## src/rtl/core/gfbr_pkg.sv

```systemverilog
// gfbr_pkg: shared types and codes for the gap-framed byte ring
// holds the transaction structs, command classes and result status codes
// no dependencies
`timescale 1ns / 1ps

package gfbr_pkg;

	localparam int LEN_W = 10;
	localparam logic [LEN_W-1:0] OPEN_MAX = 10'd1023;

	// raw mode codes on the input port
	localparam logic [1:0] MODE_RX   = 2'd0;
	localparam logic [1:0] MODE_TICK = 2'd1;
	localparam logic [1:0] MODE_READ = 2'd2;

	typedef enum logic [1:0] {
		OP_RX   = 2'd0,
		OP_TICK = 2'd1,
		OP_READ = 2'd2,
		OP_NOP  = 2'd3
	} op_t;

	typedef enum logic [2:0] {
		ST_DONE      = 3'd0,
		ST_BYTE      = 3'd1,
		ST_NO_FRAME  = 3'd2,
		ST_CAP_SHORT = 3'd3,
		ST_FLUSHED   = 3'd4,
		ST_DROPPED   = 3'd5
	} status_t;

	typedef struct packed {
		logic [1:0]  mode;
		logic [7:0]  rx_byte;
		logic [15:0] read_capacity;
	} in_item_t;

	typedef struct packed {
		logic [2:0]       status;
		logic [7:0]       data_byte;
		logic             last_byte;
		logic [LEN_W-1:0] head_frame_length;
		logic [2:0]       frames_waiting;
		logic             frame_closed;
		logic [31:0]      queue_overflows;
		logic [31:0]      bytes_received;
	} result_t;

	// classified command passed from front to back
	typedef struct packed {
		op_t         op;
		logic [7:0]  rx_byte;
		logic [15:0] read_capacity;
	} cmd_t;

endpackage

```

## src/rtl/core/gfbr_front.sv

```systemverilog
// gfbr_front: accepts transactions, classifies the mode and queues commands
// two-entry command queue towards the back end; depends on gfbr_pkg
`timescale 1ns / 1ps

module gfbr_front (
	input  logic               clk,
	input  logic               arst_n,
	input  logic               start,
	input  gfbr_pkg::in_item_t item,
	output logic               busy,
	output logic               cmd_valid,
	output gfbr_pkg::cmd_t     cmd,
	input  logic               cmd_take
);
	import gfbr_pkg::*;

	cmd_t       entry_q [2];
	logic       wr_ptr_q;
	logic       rd_ptr_q;
	logic [1:0] fill_q;
	logic       push;
	logic       pop;
	cmd_t       cls;

	always_comb begin
		cls.rx_byte       = item.rx_byte;
		cls.read_capacity = item.read_capacity;
		unique case (item.mode)
			MODE_RX:   cls.op = OP_RX;
			MODE_TICK: cls.op = OP_TICK;
			MODE_READ: cls.op = OP_READ;
			default:   cls.op = OP_NOP;
		endcase
	end

	assign busy      = (fill_q == 2'd2);
	assign push      = start && !busy;
	assign cmd_valid = (fill_q != 2'd0);
	assign pop       = cmd_valid && cmd_take;
	assign cmd       = entry_q[rd_ptr_q];

	always_ff @(posedge clk) begin
		if (push) begin
			entry_q[wr_ptr_q] <= cls;
		end
	end

	always_ff @(posedge clk or negedge arst_n) begin
		if (!arst_n) begin
			wr_ptr_q <= 1'b0;
			rd_ptr_q <= 1'b0;
			fill_q   <= 2'd0;
		end else begin
			if (push) begin
				wr_ptr_q <= ~wr_ptr_q;
			end
			if (pop) begin
				rd_ptr_q <= ~rd_ptr_q;
			end
			if (push && !pop) begin
				fill_q <= fill_q + 2'd1;
			end else if (pop && !push) begin
				fill_q <= fill_q - 2'd1;
			end
		end
	end

endmodule

```

## src/rtl/core/gfbr_back.sv

```systemverilog
// gfbr_back: carries out commands on the byte ring, length queue and gap timer
// owns the ring memory, the length memory and the result register; depends on gfbr_pkg
`timescale 1ns / 1ps

module gfbr_back #(
	parameter int RING_DEPTH  = 512,
	parameter int QUEUE_DEPTH = 8
) (
	input  logic              clk,
	input  logic              arst_n,
	input  logic              cfg_we,
	input  logic [15:0]       cfg_wdata,
	input  logic              cmd_valid,
	input  gfbr_pkg::cmd_t    cmd,
	output logic              cmd_take,
	output logic              done,
	output gfbr_pkg::result_t result
);
	import gfbr_pkg::*;

	localparam int AW = $clog2(RING_DEPTH);
	localparam int CW = $clog2(RING_DEPTH + 1);
	localparam int QW = $clog2(QUEUE_DEPTH);
	localparam int LW = (CW > LEN_W) ? CW : LEN_W;

	logic [7:0]       ring_mem [RING_DEPTH];
	logic [LEN_W-1:0] lq_mem   [QUEUE_DEPTH];

	logic [AW-1:0]    wp_q, rp_q, wp_d, rp_d;
	logic [CW-1:0]    cnt_q, cnt_d;
	logic [QW-1:0]    head_q, tail_q, head_d, tail_d;
	logic [LEN_W-1:0] open_len_q, open_len_d;
	logic             open_good_q, open_good_d;
	logic             tmr_run_q, tmr_run_d;
	logic [15:0]      tmr_cnt_q, tmr_cnt_d, tmr_inc;
	logic [LEN_W-1:0] rd_off_q, rd_off_d, rd_off_inc;
	logic [31:0]      ovf_q, ovf_d;
	logic [31:0]      rx_q, rx_d;
	logic [15:0]      gap_q;

	logic             done_s1;
	status_t          status_s1, status_d;
	logic             deliver_s1, deliver_d;
	logic             last_s1, last_d;
	logic             closed_s1, closed_d;
	logic [7:0]       ring_rd_s1;
	logic [LEN_W-1:0] len_rd_q;

	logic             ring_we, lq_we;
	logic [AW-1:0]    wp_nx, rp_nx;
	logic [QW-1:0]    head_nx, tail_nx;
	logic [LW-1:0]    cnt_w, len_w;
	logic             q_empty;
	logic [QW:0]      wait_n;
	logic [QW+2:0]    wait_x;

	assign cmd_take = 1'b1;

	assign wp_nx   = (wp_q == AW'(RING_DEPTH - 1)) ? '0 : wp_q + 1'b1;
	assign rp_nx   = (rp_q == AW'(RING_DEPTH - 1)) ? '0 : rp_q + 1'b1;
	assign head_nx = (head_q == QW'(QUEUE_DEPTH - 1)) ? '0 : head_q + 1'b1;
	assign tail_nx = (tail_q == QW'(QUEUE_DEPTH - 1)) ? '0 : tail_q + 1'b1;
	assign cnt_w   = LW'(cnt_q);
	assign len_w   = LW'(len_rd_q);
	assign q_empty = (head_q == tail_q);
	assign tmr_inc = tmr_cnt_q + 16'd1;

	always_comb begin
		wp_d        = wp_q;
		rp_d        = rp_q;
		cnt_d       = cnt_q;
		head_d      = head_q;
		tail_d      = tail_q;
		open_len_d  = open_len_q;
		open_good_d = open_good_q;
		tmr_run_d   = tmr_run_q;
		tmr_cnt_d   = tmr_cnt_q;
		rd_off_d    = rd_off_q;
		rd_off_inc  = rd_off_q;
		ovf_d       = ovf_q;
		rx_d        = rx_q;
		status_d    = ST_DONE;
		deliver_d   = 1'b0;
		last_d      = 1'b0;
		closed_d    = 1'b0;
		ring_we     = 1'b0;
		lq_we       = 1'b0;
		if (cmd_valid) begin
			unique case (cmd.op)
				OP_RX: begin
					rx_d = rx_q + 32'd1;
					if (cnt_q < CW'(RING_DEPTH)) begin
						ring_we = 1'b1;
						wp_d    = wp_nx;
						cnt_d   = cnt_q + 1'b1;
						if (open_len_q < OPEN_MAX) begin
							open_len_d = open_len_q + 1'b1;
						end
					end else begin
						open_good_d = 1'b0;
						status_d    = ST_DROPPED;
					end
					tmr_run_d = 1'b1;
					tmr_cnt_d = '0;
				end
				OP_TICK: begin
					if (tmr_run_q) begin
						tmr_cnt_d = tmr_inc;
						if (tmr_inc >= gap_q) begin
							tmr_run_d = 1'b0;
							tmr_cnt_d = '0;
							closed_d  = 1'b1;
							if (open_len_q != '0) begin
								// a good frame is queued unless the queue is full
								if (open_good_q && (head_nx != tail_q)) begin
									lq_we  = 1'b1;
									head_d = head_nx;
								end else begin
									if (open_good_q) begin
										ovf_d = ovf_q + 32'd1;
									end
									wp_d     = '0;
									rp_d     = '0;
									cnt_d    = '0;
									head_d   = '0;
									tail_d   = '0;
									rd_off_d = '0;
								end
							end
							open_len_d  = '0;
							open_good_d = 1'b1;
						end
					end
				end
				OP_READ: begin
					if (q_empty) begin
						rd_off_d = '0;
						status_d = ST_NO_FRAME;
					end else if ((rd_off_q == '0) &&
							(cmd.read_capacity < 16'(len_rd_q))) begin
						status_d = ST_CAP_SHORT;
					end else if (((rd_off_q == '0) && (cnt_w < len_w)) ||
							((rd_off_q != '0) && (cnt_q == '0))) begin
						wp_d     = '0;
						rp_d     = '0;
						cnt_d    = '0;
						head_d   = '0;
						tail_d   = '0;
						rd_off_d = '0;
						status_d = ST_FLUSHED;
					end else begin
						status_d = ST_BYTE;
						if ((len_rd_q != '0) && (cnt_q != '0)) begin
							deliver_d  = 1'b1;
							rp_d       = rp_nx;
							cnt_d      = cnt_q - 1'b1;
							rd_off_inc = rd_off_q + 1'b1;
						end
						rd_off_d = rd_off_inc;
						if (rd_off_inc >= len_rd_q) begin
							last_d   = 1'b1;
							rd_off_d = '0;
							tail_d   = tail_nx;
						end
					end
				end
				default: begin
				end
			endcase
		end
	end

	// ring write and registered read at the current read pointer
	always_ff @(posedge clk) begin
		if (ring_we) begin
			ring_mem[wp_q] <= cmd.rx_byte;
		end
		ring_rd_s1 <= ring_mem[rp_q];
	end

	// length memory read at the next tail, with bypass of a write to that entry
	always_ff @(posedge clk) begin
		if (lq_we) begin
			lq_mem[head_q] <= open_len_q;
		end
		if (lq_we && (head_q == tail_d)) begin
			len_rd_q <= open_len_q;
		end else begin
			len_rd_q <= lq_mem[tail_d];
		end
	end

	always_ff @(posedge clk or negedge arst_n) begin
		if (!arst_n) begin
			wp_q        <= '0;
			rp_q        <= '0;
			cnt_q       <= '0;
			head_q      <= '0;
			tail_q      <= '0;
			open_len_q  <= '0;
			open_good_q <= 1'b1;
			tmr_run_q   <= 1'b0;
			tmr_cnt_q   <= '0;
			rd_off_q    <= '0;
			ovf_q       <= '0;
			rx_q        <= '0;
			gap_q       <= 16'd4100;
			done_s1     <= 1'b0;
			status_s1   <= ST_DONE;
			deliver_s1  <= 1'b0;
			last_s1     <= 1'b0;
			closed_s1   <= 1'b0;
		end else begin
			wp_q        <= wp_d;
			rp_q        <= rp_d;
			cnt_q       <= cnt_d;
			head_q      <= head_d;
			tail_q      <= tail_d;
			open_len_q  <= open_len_d;
			open_good_q <= open_good_d;
			tmr_run_q   <= tmr_run_d;
			tmr_cnt_q   <= tmr_cnt_d;
			rd_off_q    <= rd_off_d;
			ovf_q       <= ovf_d;
			rx_q        <= rx_d;
			if (cfg_we) begin
				gap_q <= cfg_wdata;
			end
			done_s1    <= cmd_valid;
			status_s1  <= status_d;
			deliver_s1 <= deliver_d;
			last_s1    <= last_d;
			closed_s1  <= closed_d;
		end
	end

	// state registers already hold the post-transaction values here
	always_comb begin
		if (head_q >= tail_q) begin
			wait_n = {1'b0, head_q} - {1'b0, tail_q};
		end else begin
			wait_n = {1'b0, head_q} + (QW+1)'(QUEUE_DEPTH) - {1'b0, tail_q};
		end
		wait_x = (QW+3)'(wait_n);
	end

	assign done = done_s1;

	always_comb begin
		result.status            = status_s1;
		result.data_byte         = deliver_s1 ? ring_rd_s1 : 8'd0;
		result.last_byte         = last_s1;
		result.head_frame_length = q_empty ? '0 : len_rd_q;
		result.frames_waiting    = wait_x[2:0];
		result.frame_closed      = closed_s1;
		result.queue_overflows   = ovf_q;
		result.bytes_received    = rx_q;
	end

endmodule

```

## src/rtl/core/gap_framed_byte_ring_unit.sv

```systemverilog
// a taken start is held in the command queue; done is registered in the back end
// throughput: one transaction per cycle; the back end retires one command every cycle,
// so busy rises only if the two-entry command queue fills, which it does not
// reset: asynchronous, clears pointers, counters and timer, gap register to 4100;
// byte ring and length memory are not cleared and need no clearing pass
// top level of the gap-framed byte ring; depends on gfbr_pkg, gfbr_front, gfbr_back
`timescale 1ns / 1ps

module gap_framed_byte_ring_unit #(
	parameter int RING_DEPTH  = 512,
	parameter int QUEUE_DEPTH = 8
) (
	input  logic              clk,
	input  logic              arst_n,
	input  logic              cfg_we,
	input  logic [15:0]       cfg_wdata,
	input  logic              start,
	output logic              busy,
	input  gfbr_pkg::in_item_t item,
	output logic              done,
	output gfbr_pkg::result_t result
);
	import gfbr_pkg::*;

	logic cmd_valid;
	logic cmd_take;
	cmd_t cmd;

	gfbr_front u_front (
		.clk       (clk),
		.arst_n    (arst_n),
		.start     (start),
		.item      (item),
		.busy      (busy),
		.cmd_valid (cmd_valid),
		.cmd       (cmd),
		.cmd_take  (cmd_take)
	);

	gfbr_back #(
		.RING_DEPTH  (RING_DEPTH),
		.QUEUE_DEPTH (QUEUE_DEPTH)
	) u_back (
		.clk       (clk),
		.arst_n    (arst_n),
		.cfg_we    (cfg_we),
		.cfg_wdata (cfg_wdata),
		.cmd_valid (cmd_valid),
		.cmd       (cmd),
		.cmd_take  (cmd_take),
		.done      (done),
		.result    (result)
	);

endmodule
```

## config.mk

```make
export PLATFORM = sky130hd
export DESIGN_NAME = gap_framed_byte_ring_unit
export DESIGN_NICKNAME = d
export VERILOG_FILES = /design/src/rtl/core/gfbr_pkg.sv /design/src/rtl/core/gfbr_front.sv /design/src/rtl/core/gfbr_back.sv /design/src/rtl/core/gap_framed_byte_ring_unit.sv
export SDC_FILE = /design/constraint.sdc
export NUM_CORES = 2
export LEC_CHECK = 0
export BUFFER_PORTS_ARGS = -buffer_cell sky130_fd_sc_hd__buf_2
export CORE_MARGIN = 3
export CORE_UTILIZATION = 50
export CTS_BUF_LIST = sky130_fd_sc_hd__clkbuf_8 sky130_fd_sc_hd__clkbuf_16
export CTS_CLUSTER_DIAMETER = 40
export DETAILED_ROUTE_END_ITERATION = 8
export GPL_ROUTABILITY_DRIVEN = 1
export PLACE_DENSITY = 0.65
export SYNTH_ARGS = -nofsm -noshare
export SYNTH_HDL_FRONTEND = slang
export SYNTH_MEMORY_MAX_BITS = 65536
export SYNTH_SLANG_ARGS = --single-unit
```

## constraint.sdc

```tcl
create_clock -name clk -period 15.48 [get_ports clk]
set_input_delay 4.644 -clock clk [delete_from_list [all_inputs] [get_ports clk]]
set_output_delay 4.644 -clock clk [all_outputs]
set_load 0.005 [all_outputs]
```

**After elaboration in Yosys (flattened, before gate mapping)**

Memory sizes are Yosys's and may differ from the RTL's. A register that Yosys moved wholly into a read port is not among the register bits.
Index checks and enable logic that the tools add are counted.
Widths: inputs -> output; s select.

- Memory bits (writable): 4,228
- Register bits after elaboration: 163
- Output and inout bits: 92
- Memories: 3
- Input port bits: 46
- Word-level logic and storage cells: 224

Memory list:

| name | depth | width | read ports | clocked after memory_dff | write ports | line | text |
|---|---|---|---|---|---|---|---|
| u_back.ring_mem | 512 | 8 | 1 | 1 | 1 | gfbr_back.sv:26 | `logic [7:0] ring_mem [RING_DEPTH];` |
| u_back.lq_mem | 8 | 10 | 1 | 1 | 1 | gfbr_back.sv:27 | `logic [LEN_W-1:0] lq_mem [QUEUE_DEPTH];` |
| u_front.entry_q | 2 | 26 | 1 | 0 | 1 | gfbr_front.sv:17 | `cmd_t entry_q [2];` |

- Bitwise operators: 3
- $add $sub $neg: 16
- Mux-type cells: 115
- Equality and inequality tests: 23
- Order comparisons: 7
- Reduce and logical (&&, ||, !) cells: 36

Operators by type and width:

| kind | count |
|---|---|
| $mux 10 | 24 |
| $mux 9 | 14 |
| $mux 3 | 24 |
| $add 32x1->32 const B | 2 |
| $pmux 10 s2 | 2 |
| $reduce_bool 10->1 | 4 |
| $mux 1 | 36 |
| $mux 16 | 2 |
| $pmux 16 s2 | 1 |
| $add 10x1->10 const B | 3 |
| $pmux 10 s3 | 1 |
| $pmux 9 s3 | 1 |
| $logic_not 10->1 | 2 |
| $lt 10x10->1 const B | 2 |
| $reduce_and 10->1 | 2 |
| $add 9x1->9 const B | 2 |
| $eq 9x9->1 const B | 2 |
| $pmux 3 s2 | 3 |
| $pmux 9 s2 | 1 |
| $add 16x1->16 const B | 1 |
| $ge 16x16->1 | 1 |
| $lt 16x10->1 | 1 |
| $reduce_and 7->1 | 2 |
| $ne 2x1->1 const B | 6 |
| 33 further kinds | 61 |

**Depth between registers and ports, before layout**

- Word-level depth: 15
- Depth in mapped cells: 18
- Gate-level depth less buffers: 16

**By module**

A second synthesis with hierarchy kept.

- Cells, all modules: 8,844
- Area, all modules: 173,659.1 um^2

Modules (own cells, without submodules):

| module | times used | area each (um^2) | cells an instance | sequential area each (um^2) |
|---|---|---|---|---|
| gfbr_back | 1 | 171,474.5 | 8,742 | 129,603.0 |
| gfbr_front | 1 | 2,184.6 | 102 | 1,661.6 |

**Worst setup path before layout**

No wires, ideal clock.

- Path type: input-to-reg
- Start point: in start
- End point: mem u_front.entry_q[0][0] in the netlist's numbering, enable pin
- Setup time: 0.409 ns
- Data required time: 15.071 ns
- Path buffers: 0
- Setup slack: 9.232 ns
- Data arrival time: 5.840 ns
- Cell stages on the path: 2
- Path through: nand2_1 -> nor2_1

- Word-level cells in the longest chain between the ends: 3

RTL lines:

| what | line | text |
|---|---|---|
| start, declared | gap_framed_byte_ring_unit.sv:17 | `input logic start,` |
| $logic_and 1x1->1 | gfbr_front.sv:37 | `assign push = start && !busy;` |
| $mux 1 | gfbr_front.sv:43 | `if (push) begin` |
| $mux 1 (implied by the code) | gfbr_front.sv:44 | `entry_q[wr_ptr_q] <= cls;` |
| end, declared | gfbr_front.sv:17 |  |

Every way passes these cells.

==> flow_summary.yaml <==
sta:
  report.final.slew_viol_count: 0
  worst_pin_slew_ns: 1.33
  clock-skew-final_ns: 0.0479
  finalSetupViolCount: 0
  maxSlewHeadroom: 0.111
  final_min_period_over_clock_period: 0.515
  min_period_ns: 7.98
  setup-tns-final_ns: 0
  fmax_mhz: 125
  final_hold_viol_count: 0
  timing.final.ws_setup_ns: 7.50
  grt_setup_unrepaired: "no"
  final.hold.worst_slack_ns: 0.470
placed_design:
  gpl_wtd_cong: 0.815
  numPortBuffers: 137
  post-place-ws_ns: 8.51
  detailedPlacementHpwl_mm: 239
cells_and_area:
  syn_to_final_growth_pct: 14.2
  multi_input_comb_area_um2: 39200
  mostFrequentLayoutCell: "sky130_fd_sc_hd__edfxtp_1"
  layout.core_utilization: 0.576
  layout.area.seq_um2: 131000
  final_layout_size_suffix_gt1_frac: 0.289
  final_nets: 8373
  layout.cells.most_common_list: "sky130_fd_sc_hd__edfxtp_1 (4228), sky130_fd_sc_hd__mux4_2 (1298), sky130_fd_sc_hd__nor2_1 (622), sky130_fd_sc_hd__clkbuf_16 (557), sky130_fd_sc_hd__dfrtp_1 (155)"
  nFillCells: 24300
detailed_routing:
  dr.first_iter.drc_count: 10000
  route.antenna.remaining_nets: 0
  total_vias_in_the_final_route: 82800
  routed_wl_mm: 408
  remaining_drc_errors: 0
  met1Wirelength_mm: 163
  met2_routed_wirelength_mm: 198
  wire_per_inst_um: 30.8
  wl_met3_mm: 37.1
  drtPass1Iterations: 8
  max_used_layer: "met5"
  drt-vias-per-instance: 6.25
clock_tree:
  cts.htree.levels: 6
  clkTransAtPathRegs_ns: 0.05
  clock_path_buffers: 4
  clkLatencyLatePin_ns: 1.02
  cts_root_buf: "sky130_fd_sc_hd__clkbuf_16"
  total_clock_sinks: 4402
  tritoncts: "built"
  cts-buffers-inserted: 542
  postCtsSetupBuffers: 0
  hold_buffer_count_at_cts: 0
  post_cts_resize_count: 0
floorplan:
  floorplan.initialDensity: 0.504
  die_width_um: 593
  die_area_um2: 351000
  rows: 214
  core_area_um2: 341000
  io-pin-count: 138
  die_y_um: 593
hold_path:
  hold_path_class: "register to register"
setup_path:
  cp_data_arrival_time_ns: 3.33
  rrSetupSlack_ns: 9.08
  crit_path_cell_trace: "mux4_2 -> mux2i_1 -> nor2_1 -> buf_2"
  cell_type_group_with_the_largest_total_delay_on_the_critical_path: "flip-flops"
  cp.buffers_inverters: 1
  worstSetupStartpointType: "register"
  setup.worst_path.class: "register to output port"
  worst-endpoint-required_ns: 10.84
  critical-path-max-stage-delay_ns: 1.04
  cp_max_fo: 20
  critPathCaptureType: "output port"
  crit_path_top_delay_cell: "sky130_fd_sc_hd__dfxtp_1"
global_route:
  grt_max_degree: 212
  grt-ovfl-total: 0
  grt_first_pass_wirelength_mm: 595
  grt_antenna_before_repair: 24
  grt_util_all_layers: 0.232
  first_global_vias: 83800
logic_synthesis:
  postSynthRegisterBits: 4402
  yosys_warnings: 0
  synthesis.nets: 8020
  postSynthAreaPerCell_um2: 21.8
  synthesis.area_um2: 172000
  dominantRegCellSynth: "sky130_fd_sc_hd__edfxtp_1"
  synth_edf_count: 4228
  synth_cell_types: 76
  async_flop_share: 0.0370
  ys_seq_area_frac: 0.762
  synthesis.instances: 7901
power_and_ir_drop:
  power_leakage_nw: 60.8
  max-vdd-ir-drop_mv: 0.146
  powerDensity_nw_per_um2: 165
run:
  maxCapViolations: 0
outcome:
  run_status: "finished, final reports clean"
[worst register-to-register path: cells and delay by family (launching register included)]
kind	cells	cell delay, ns
flip-flops	1	1.02
multiplexers	3	1.49
AO/OA/AOI/OAI	2	1.05
buffers and inverters	3	2.66
[layout make-up]
class | instances | area share
Sequential cell | 4402 | 0.668
Multi-Input combinational cell | 2991 | 0.200
Clock buffer | 563 | 0.0713
Tap cell | 4536 | 0.0289
Clock inverter | 417 | 0.0218
Timing Repair Buffer | 269 | 0.00926
Inverter | 48 | 0.000917
Antenna cell | 14 | 0.000178
[Yosys cell counts (9+ instances only)]
cell type | count | area, um2
sky130_fd_sc_hd__buf_2 | 12 | 60.1
sky130_fd_sc_hd__nor4_1 | 9 | 56.3
sky130_fd_sc_hd__nor3_1 | 45 | 225
sky130_fd_sc_hd__and4_1 | 10 | 87.6
sky130_fd_sc_hd__mux4_2 | 1298 | 29200
sky130_fd_sc_hd__edfxtp_1 | 4228 | 127000
sky130_fd_sc_hd__a22oi_1 | 107 | 803
sky130_fd_sc_hd__nand2_1 | 168 | 631
sky130_fd_sc_hd__nor2_1 | 626 | 2350
sky130_fd_sc_hd__inv_1 | 47 | 176
sky130_fd_sc_hd__and2_1 | 14 | 87.6
sky130_fd_sc_hd__nand3_1 | 62 | 310
sky130_fd_sc_hd__xor2_1 | 26 | 228
sky130_fd_sc_hd__o21ai_0 | 97 | 485
sky130_fd_sc_hd__ha_1 | 72 | 901
sky130_fd_sc_hd__clkbuf_1 | 331 | 1240
sky130_fd_sc_hd__mux2_2 | 32 | 360
sky130_fd_sc_hd__or3_1 | 9 | 56.3
sky130_fd_sc_hd__o21ai_1 | 17 | 85.1
sky130_fd_sc_hd__xnor2_1 | 70 | 613
sky130_fd_sc_hd__nor2b_1 | 10 | 62.6
sky130_fd_sc_hd__a21oi_1 | 83 | 415
sky130_fd_sc_hd__nand4_1 | 19 | 119
sky130_fd_sc_hd__dfrtp_1 | 160 | 4000
sky130_fd_sc_hd__dfxtp_1 | 11 | 220
sky130_fd_sc_hd__buf_1 | 109 | 409
sky130_fd_sc_hd__and3_1 | 31 | 194
sky130_fd_sc_hd__a22o_1 | 9 | 78.8
sky130_fd_sc_hd__nand2b_1 | 27 | 169
sky130_fd_sc_hd__mux2i_1 | 39 | 390
[flip-flops by register name, indices dropped and copies added, names as in the netlist, 3 cells and up, named ones only]
register and flops:
u_back.cnt_q 10, u_back.tail_q 3, u_back.open_len_q 10, u_back.lq_mem 80, u_front.entry_q 52, u_back.rx_q 32, u_back.tmr_cnt_q 16, u_back.rp_q 9
u_back.ring_mem 4096, u_back.head_q 3, u_back.gap_q 16, u_back.rd_off_q 10, u_back.ring_rd_s1 8, u_back.ovf_q 32, u_back.status_s1 3, u_back.wp_q 9
[kinds of logic after synthesis]
group,Yosys count,synth area share
buffers and inverters,508,0.0114
muxes,1371,0.174
DFF,4402,0.762
and+or+nand+nor,1064,0.0269
xor gates and xnor gates,96,0.00488
adders and majority gates,73,0.00535
AOI/OAI and AO/OA,387,0.0147
[metal layers]
layer | vias up | track usage
met4 | 8 | 0.0669
met1 | 44400 | 0.334
met3 | 618 | 0.0491
met5 | - | 0
li1 | 33800 | -
met2 | 3941 | 0.364
[final timing paths]
check | cells past startpoint | from | end
min reg2reg | 1 | u_back.ovf_q[31] | u_back.ovf_q[31]
max in group asynchronous | 3 | arst_n | u_back.rx_q[0]
max | 4 | register | result[76]
min in group asynchronous | 1 | arst_n | u_back.gap_q[0]
min | 1 | u_back.ovf_q[31] | u_back.ovf_q[31]
max reg2reg | 8 | u_back.rp_q[0] | u_back.ring_rd_s1[2]
[per-stage QoR]
step / cell area (um2) / instances / total power [mW]
after floorplan: 172000 / 7901 / 18.5
after global placement: 178000 / 12200 / 19.9
after detailed placement: 178000 / 12200 / 20.1
after CTS: 197000 / 13200 / 32.7
after global routing: 197000 / 13200 / 33.6
final: 197000 / 13200 / 32.5
[report_power, final]
group / switching (mW) / internal [mW] / total (mW)
Sequential: 0.143 / 14.6 / 14.7
Clock: 5.03 / 7.65 / 12.7
Combinational: 3.25 / 1.82 / 5.06
(Power assumes the default switching activity.)
